**src/rtl/spcr_pkg.sv**
```systemverilog
// Shared types and constants of the sphere pair collision response block.
`timescale 1ns / 1ps
`default_nettype none
package spcr_pkg;

  localparam logic [2:0] REG_CONTACT_SCALE = 3'd0;
  localparam logic [2:0] REG_VELOCITY_GAIN = 3'd1;
  localparam logic [2:0] REG_RESTITUTION   = 3'd2;
  localparam logic [2:0] REG_HIT_STOP_SPD  = 3'd3;
  localparam logic [2:0] REG_HIT_STOP_FRM  = 3'd4;

  localparam logic [18:0] RST_CONTACT_SCALE = 19'd78643;
  localparam logic [18:0] RST_VELOCITY_GAIN = 19'd78643;
  localparam logic [16:0] RST_RESTITUTION   = 17'd65536;
  localparam logic [30:0] RST_HIT_STOP_SPD  = 31'd26214;
  localparam logic [7:0]  RST_HIT_STOP_FRM  = 8'd15;

  localparam int QDEPTH = 4;
  localparam int QAW    = 2;

  typedef struct packed {
    logic [18:0] scale;
    logic [18:0] gain;
    logic [16:0] rest;
    logic [30:0] hss;
    logic [7:0]  frames;
  } cfg_t;

  typedef struct packed {
    logic [2:0][31:0] disp;
    logic [30:0]      ra;
    logic [30:0]      rb;
    logic [2:0][31:0] va;
    logic [2:0][31:0] vb;
    logic             player;
  } in_t;

  typedef struct packed {
    logic [2:0][31:0] disp;
    logic [2:0][31:0] va;
    logic [2:0][31:0] vb;
    logic [63:0]      dist2;
    logic             contact;
    logic             resolve;
    logic [7:0]       hsc;
  } q_t;

  typedef struct packed {
    logic             contact;
    logic [2:0][31:0] nva;
    logic [2:0][31:0] nvb;
    logic [7:0]       hsc;
  } res_t;

endpackage
`default_nettype wire

```
**src/rtl/spcr_queue.sv**
```systemverilog
// Short queue of classified words between front and back ends.
`timescale 1ns / 1ps
`default_nettype none
module spcr_queue (
  input  logic         clk,
  input  logic         rst_n,
  input  logic         push,
  input  spcr_pkg::q_t wdata,
  output logic         full,
  input  logic         pop,
  output spcr_pkg::q_t rdata,
  output logic         valid
);

  spcr_pkg::q_t mem_r [spcr_pkg::QDEPTH];
  logic [spcr_pkg::QAW-1:0] wr_ptr_r, rd_ptr_r;
  logic [spcr_pkg::QAW:0]   cnt_r, cnt_nxt;
  logic do_push, do_pop;

  assign full    = (cnt_r == (spcr_pkg::QAW+1)'(spcr_pkg::QDEPTH));
  assign valid   = (cnt_r != '0);
  assign do_push = push && !full;
  assign do_pop  = pop && valid;
  assign rdata   = mem_r[rd_ptr_r];

  always_comb begin
    cnt_nxt = cnt_r;
    if (do_push && !do_pop) begin
      cnt_nxt = cnt_r + 1'b1;
    end else if (do_pop && !do_push) begin
      cnt_nxt = cnt_r - 1'b1;
    end
  end

  always_ff @(posedge clk) begin
    if (!rst_n) begin
      wr_ptr_r <= '0;
      rd_ptr_r <= '0;
      cnt_r    <= '0;
    end else begin
      if (do_push) wr_ptr_r <= wr_ptr_r + 1'b1;
      if (do_pop)  rd_ptr_r <= rd_ptr_r + 1'b1;
      cnt_r <= cnt_nxt;
    end
  end

  always_ff @(posedge clk) begin
    if (do_push) begin
      mem_r[wr_ptr_r] <= wdata;
    end
  end

`ifndef SYNTHESIS
  a_cnt_bound: assert property (@(posedge clk) disable iff (!rst_n)
    cnt_r <= (spcr_pkg::QAW+1)'(spcr_pkg::QDEPTH))
    else $error("queue count beyond depth");
  a_no_overrun: assert property (@(posedge clk) disable iff (!rst_n)
    full |-> !push)
    else $error("push into full queue");
  a_push_count: assert property (@(posedge clk) disable iff (!rst_n)
    (do_push && !do_pop) |=> cnt_r == $past(cnt_r) + 1'b1)
    else $error("count missed a push");
  a_pop_count: assert property (@(posedge clk) disable iff (!rst_n)
    (do_pop && !do_push) |=> cnt_r == $past(cnt_r) - 1'b1)
    else $error("count missed a pop");
`endif

endmodule
`default_nettype wire

```
**config.mk**
```make
export PLATFORM = sky130hd
export DESIGN_NAME = spcr_queue
export DESIGN_NICKNAME = d
export VERILOG_FILES = /design/src/rtl/spcr_pkg.sv /design/src/rtl/spcr_queue.sv
export SDC_FILE = /design/constraint.sdc
export NUM_CORES = 1
export LEC_CHECK = 0
export CAP_MARGIN = 20
export CELL_PAD_IN_SITES_DETAIL_PLACEMENT = 0
export CELL_PAD_IN_SITES_GLOBAL_PLACEMENT = 1
export CORE_MARGIN = 10
export CORE_UTILIZATION = 30
export CTS_CLUSTER_DIAMETER = 30
export CTS_CLUSTER_SIZE = 24
export DETAILED_ROUTE_END_ITERATION = 12
export DONT_BUFFER_PORTS = 1
export HOLD_SLACK_MARGIN = 0.1
export PLACE_DENSITY_LB_ADDON = 0.1
export REMOVE_ABC_BUFFERS = 1
export SETUP_SLACK_MARGIN = 0.5
export SLEW_MARGIN = 10
export SYNTH_ARGS = -nofsm -noshare
export SYNTH_HDL_FRONTEND = slang
export SYNTH_SLANG_ARGS = --single-unit
```
**constraint.sdc**
```tcl
create_clock -name clk -period 15.42 [get_ports clk]
set_clock_uncertainty 0.05 [all_clocks]
set_input_delay 3.855 -clock clk [delete_from_list [all_inputs] [get_ports clk]]
set_output_delay 3.855 -clock clk [all_outputs]
set_load 0.005 [all_outputs]
```
==> results of run 1 <==
state kept, by name, indices dropped and copies added (netlist names), named ones only:
name / cells
cnt_r: 3
rd_ptr_r: 2
mem_r: 1448
wr_ptr_r: 2
Yosys cell counts, types with 3 or more instances:
library cell / number
nand2_1: 4
clkbuf_1: 12
edfxtp_1: 1448
and2_1: 8
ha_1: 5
dfxtp_1: 9
buf_2: 41
inv_1: 3
xnor2_1: 3
buf_6: 20
mux4_2: 362
buf_1: 9
mux2i_1: 3
layout make-up:
cell class,count,area share
antenna,10,0.0003758
timing repair buffer,30,0.005486
multi-input combinational,396,0.1267
sequential,1457,0.6557
clock buffer,378,0.1308
clock inverter,222,0.03701
tap,2325,0.04368
inverter,3,0.0001691
critical path, stage by stage (launching register included):
cell	delay, ns
dfxtp_4	0.80
buf_4	0.82
buf_4	0.78
buf_4	0.75
mux4_2	0.68
per-stage QoR:
| step | total power, mW | utilization | setup TNS [ns] | worst slack (ns) |
|---|---|---|---|---|
| floorplan | 7.048 | - | -1522.28 | -4.205 |
| finish | 13.80 | 0.3823 | 0 | 6.705 |
| global route | 14.36 | 0.3823 | 0 | 6.121 |
| detailed placement | 7.071 | 0.3177 | 0 | 7.286 |
| global placement | 7.056 | 0.3177 | 0 | 7.308 |
| CTS | 14.09 | 0.3818 | 0 | 6.299 |
power by group:
| group | internal [mW] | switching, mW |
|---|---|---|
| combinational | 0.776 | 1.16 |
| sequential | 4.83 | 0.111 |
| clock | 4.80 | 2.13 |
layer usage:
layer  routed length [um]  vias to the layer above  track usage
met5                    8                        -            0
met4                 5772                        2      0.06820
met3                14020                      314      0.07055
met2                75180                      790       0.2521
met1                44710                    11927       0.1344
li1                     -                     9191            -
worst paths after layout:
kind / from / end / cells after the start
max: flop / rdata[349] / 4
min: wr_ptr_r[1] / wr_ptr_r[1] / 2
max reg2reg: cnt_r[0] / mem_r[2][20] / 6
min reg2reg: wr_ptr_r[1] / wr_ptr_r[1] / 2
logic make-up after synthesis:
| group | Yosys count | share of synthesized area |
|---|---|---|
| AO/OA/AOI/OAI | 4 | 0.0005471 |
| flip-flops | 1457 | 0.8299 |
| adder cells (fa/ha/maj) | 6 | 0.001570 |
| buffers and inverters | 85 | 0.009894 |
| multiplexers | 365 | 0.1555 |
| AND/OR/NAND/NOR | 17 | 0.001855 |
| XOR/XNOR | 4 | 0.0006660 |
==> metrics, run 1 <==
first-pass GRT wire length between 150 and 200 mm; clock period minus worst slack just under 9 ns; area share of the largest cell type after synthesis 0.8265; synthesis-to-finish area growth 26.58%; drt initial violations 1,342; Slew Limit Fails 0; gate count of the mapped netlist a little under 2k; WP data required 11.52 ns; post-CTS sizing 0; Synth Cell Area around 53,000 sq um; # rows around 150; vias in the first global route 24.75k; RSZ-0062 raised after global routing no; CTS tree yes; Tcrit/Tclk final 0.5652; Synth Warn # 0; Die H 438.8 um; I/O pins 730; Routed Antenna Nets 0; nature of the critical path endpoint output port; LEAKAGE 20.98 nW; gr usage total 0.1416; die area 192,500 sq um; status complete, no violations; initial antenna violation count 5; Initial Util 0.3020; Max H-tree Level 5; CP Class reg2out; number of max-cap violations 0; root buffer cell clkbuf_16; Hold WC Path Type reg2reg; GRT Residual Overflow 0; Hold WS 0.4533 ns; most common cell after layout, fill and taps aside edfxtp_1; Arrival @ worst endpoint just under 5 ns; final WL 139.7 mm; total number of vias around 22k; ys flop type edfxtp_1; leading cell types in the layout, fill and taps excluded edfxtp_1, mux4_2, clkbuf_16; CTS Hold Bufs 0; DRC 0; DR vias/cell approximately 4.6; Netlist cell types 22; Design Area, Final 66,600 sq um; Longest Clk Path Bufs 4; Post-synth EDFFs ~1.4k; worst slew pin tran roughly 1.2 ns; FF+latch area between 40,000 and 50,000 sq um; Synth Register Bits roughly 1.5k; dpl cell area between 50,000 and 60,000 sq um; largest cells by area after synthesis edfxtp_1, mux4_2, buf_6; clk sinks 1,457; Clock transition at path regs around 0.04 ns; Setup crit start kind flop; Routed WL per cell slightly below 30 um; Yosys top cell by area edfxtp_1; relative slew slack 0.2250; Inserted Clock Buffers 339; insertion delay to the later sink of the worst-skew pair between 0.8 and 0.9 ns; detailed-placement wirelength estimate approximately 86 mm; Worst R2R Setup Slack 10.91 ns; layout cell share with drive strength beyond 1 0.3709; PwrDens approximately 210 nW/um^2; First-pass DRT Iterations 5; Die X about 440 um; fill count between 15k and 20k; port bufs 0; Seq/Total Area, Yosys 0.8299; GPL Wtd Cong approximately 0.77; dpl cells ~4.2k; Finished Layout Cells around 4.8k; Final Hold Viols 0; core area around 170,000 sq um; asr flop ratio synth 0; Syn Area/Cell 27.15 sq um; peak supply drop 0.0001286 V; multi-input logic area about 8400 sq um; # nets final between 2k and 3k; Highest Clock Rate 114.7 MHz; Max Fanout on Critical Path 43; Post CTS Setup Buffer Count 0; setup violators final 0; largest net degree at the start of global routing 156
No activity file was read; power rests on OpenSTA's default activity.
==> inputs of run 2 (changes only) <==
Clock period 15.42 ns to 7.7 ns, I/O delays scaled along.
==> metrics, run 2 (same netlist as run 1, synthesis figures left out) <==
GRT Residual Overflow 0 (unchanged); max reg flops 1,448 (unchanged); Max H-tree Level 5 (unchanged); number of max-cap violations 0 (unchanged); clk sinks 1,457 (unchanged); drt initial violations 1,168 (was 1,342); clock period minus worst slack between 5 and 6 ns; Critical-path top delay cell dfxtp_4 (was buf_4); DRC 0 (unchanged); Routed WL per cell 28.39 um (was 28.97 um); status complete, no violations (unchanged); # rows 153 (unchanged); relative slew slack 0.1783 (was 0.2250); Top reg by flops mem_r (unchanged); synthesis-to-finish area growth 27.67% (was 26.58%); DR vias/cell 4.588 (was 4.610); CTS Hold Bufs 0 (unchanged); setup violators final 0 (unchanged); Arrival @ worst endpoint 3.28 ns (was 4.81 ns); vias in the first global route 24.69k (was 24.75k); nature of the critical path endpoint output port (unchanged); detailed-placement wirelength estimate 85.22 mm (was 86.50 mm); PwrDens 417.7 nW/um^2 (was 207.3 nW/um^2); dpl cell area 55,420 sq um (was 55,340 sq um); Top delay family on crit path flip-flops (was buffers and inverters); Die X 438.8 um (unchanged); Setup crit start kind flop (unchanged); Die H 438.8 um (unchanged); first-pass GRT wire length 191.6 mm (was 192.9 mm); CTS tree yes (unchanged); Final Hold Viols 0 (unchanged); Clock transition at path regs 0.04 ns (about the same); total number of vias 22.34k (was 22.22k); worst path cell trace buf_12 > mux4_2 (was buf_4 > buf_4 > buf_4 > mux4_2); I/O pins 730 (unchanged); Design Area, Final 67,170 sq um (was 66,600 sq um); Longest Clk Path Bufs 4 (unchanged); fill count 15.52k (was 15.53k); # nets final 2,625 (was 2,599); port bufs 0 (unchanged); layout cell share with drive strength beyond 1 0.3727 (was 0.3709); largest net degree at the start of global routing 149 (was 156); peak supply drop 0.0002675 V (was 0.0001286 V); root buffer cell clkbuf_16 (unchanged); Tcrit/Tclk final 0.6820; LEAKAGE 21.20 nW (was 20.98 nW); Post CTS Setup Buffer Count 0 (unchanged); Slew Limit Fails 0 (unchanged); post-CTS sizing 0 (unchanged); WP data required 5.73 ns (was 11.52 ns); First-pass DRT Iterations 5 (unchanged); Inserted Clock Buffers 364 (was 339); Routed Antenna Nets 0 (unchanged); Hold WS 0.4594 ns (was 0.4533 ns); core area 174,200 sq um (unchanged); gr usage total 0.1402 (was 0.1416); Highest Clock Rate ~190 MHz; top flop regs mem_r: 1448 flops, cnt_r: 3 flops (unchanged); leading cell types in the layout, fill and taps excluded edfxtp_1, clkbuf_16, mux4_2 (was edfxtp_1, mux4_2, clkbuf_16); Max Fanout on Critical Path 148 (was 43); initial antenna violation count 4 (was 5); Buf/Inv on CP 1 (was 3); CP Class reg2out (unchanged); insertion delay to the later sink of the worst-skew pair 0.89 ns (was 0.87 ns); GPL Wtd Cong 0.7242 (was 0.7656); worst slew pin tran 1.233 ns (was 1.162 ns); final WL 138.2 mm (was 139.7 mm); Initial Util 0.3020 (unchanged); delay of the slowest cell on the worst path 0.89 ns (was 0.82 ns); Hold WC Path Type reg2reg (unchanged); RSZ-0062 raised after global routing no (unchanged); die area 192,500 sq um (unchanged); most common cell after layout, fill and taps aside edfxtp_1 (unchanged)
-- run 2: changes by cell type in the layout (fill, tap and decap cells not counted), moves of 10 or more --
cell        change
clkbuf_16      +28
clkinvlp_4     +13
bufinv_16      -10
clkbuf_1       +13
clkinv_1       +15
-- run 2: final timing paths --
path                             startpoint       endpoint  slack (ns)  cells after the start
worst max-delay path                   flop     rdata[361]        2.45                      2
worst min-delay path            wr_ptr_r[1]    wr_ptr_r[1]        0.46                      2
worst max register to register     cnt_r[0]  mem_r[3][323]        4.46                      4
worst min register to register  wr_ptr_r[1]    wr_ptr_r[1]        0.46                      2
-- run 2: per-layer routing --
| layer | routed length [um] | track usage |
|---|---|---|
| met4 | 4018 | 0.05190 |
| met1 | 44340 | 0.1338 |
| met2 | 76350 | 0.2570 |
| met5 | 13 | 0 |
| met3 | 13470 | 0.06865 |
-- run 2: cell type report --
class / instances / area [sq um] / share of cell area
Clock inverter: 233 / 2282 / 0.03398
Timing Repair Buffer: 31 / 395.4 / 0.005887
Multi-Input combinational cell: 396 / 8437 / 0.1256
Tap cell: 2325 / 2909 / 0.04331
Antenna cell: 5 / 12.51 / 0.0001863
Inverter: 3 / 11.26 / 0.0001677
Sequential cell: 1457 / 43670 / 0.6502
Clock buffer: 418 / 9449 / 0.1407
-- run 2: power breakdown --
part | internal (mW) | switching (mW) | leakage [nW]
logic | 1.57 | 2.28 | 2.24
registers | 9.67 | 0.223 | 13.3
clock network | 9.90 | 4.43 | 5.61
-- run 2: through the flow --
stage                     std cells  power, mW  utilization  setup WS, ns  setup TNS [ns]
after floorplan                1856      13.22            -        -9.995        -8869.19
after global placement         4212      14.13       0.3181         3.213               0
after detailed placement       4212      14.16       0.3181         3.122               0
after global routing           4868      29.21       0.3856         2.220               0
final                          4868      28.06       0.3856         2.449               0
after CTS                      4863      28.68       0.3855         2.293               0
-- run 2: tightest hold or removal path, delay by kind of cell, from the launching register on --
family           cells  cell delay [ns]
DFF                  1             0.33
and+or+nand+nor      1             0.06
muxes                1             0.06
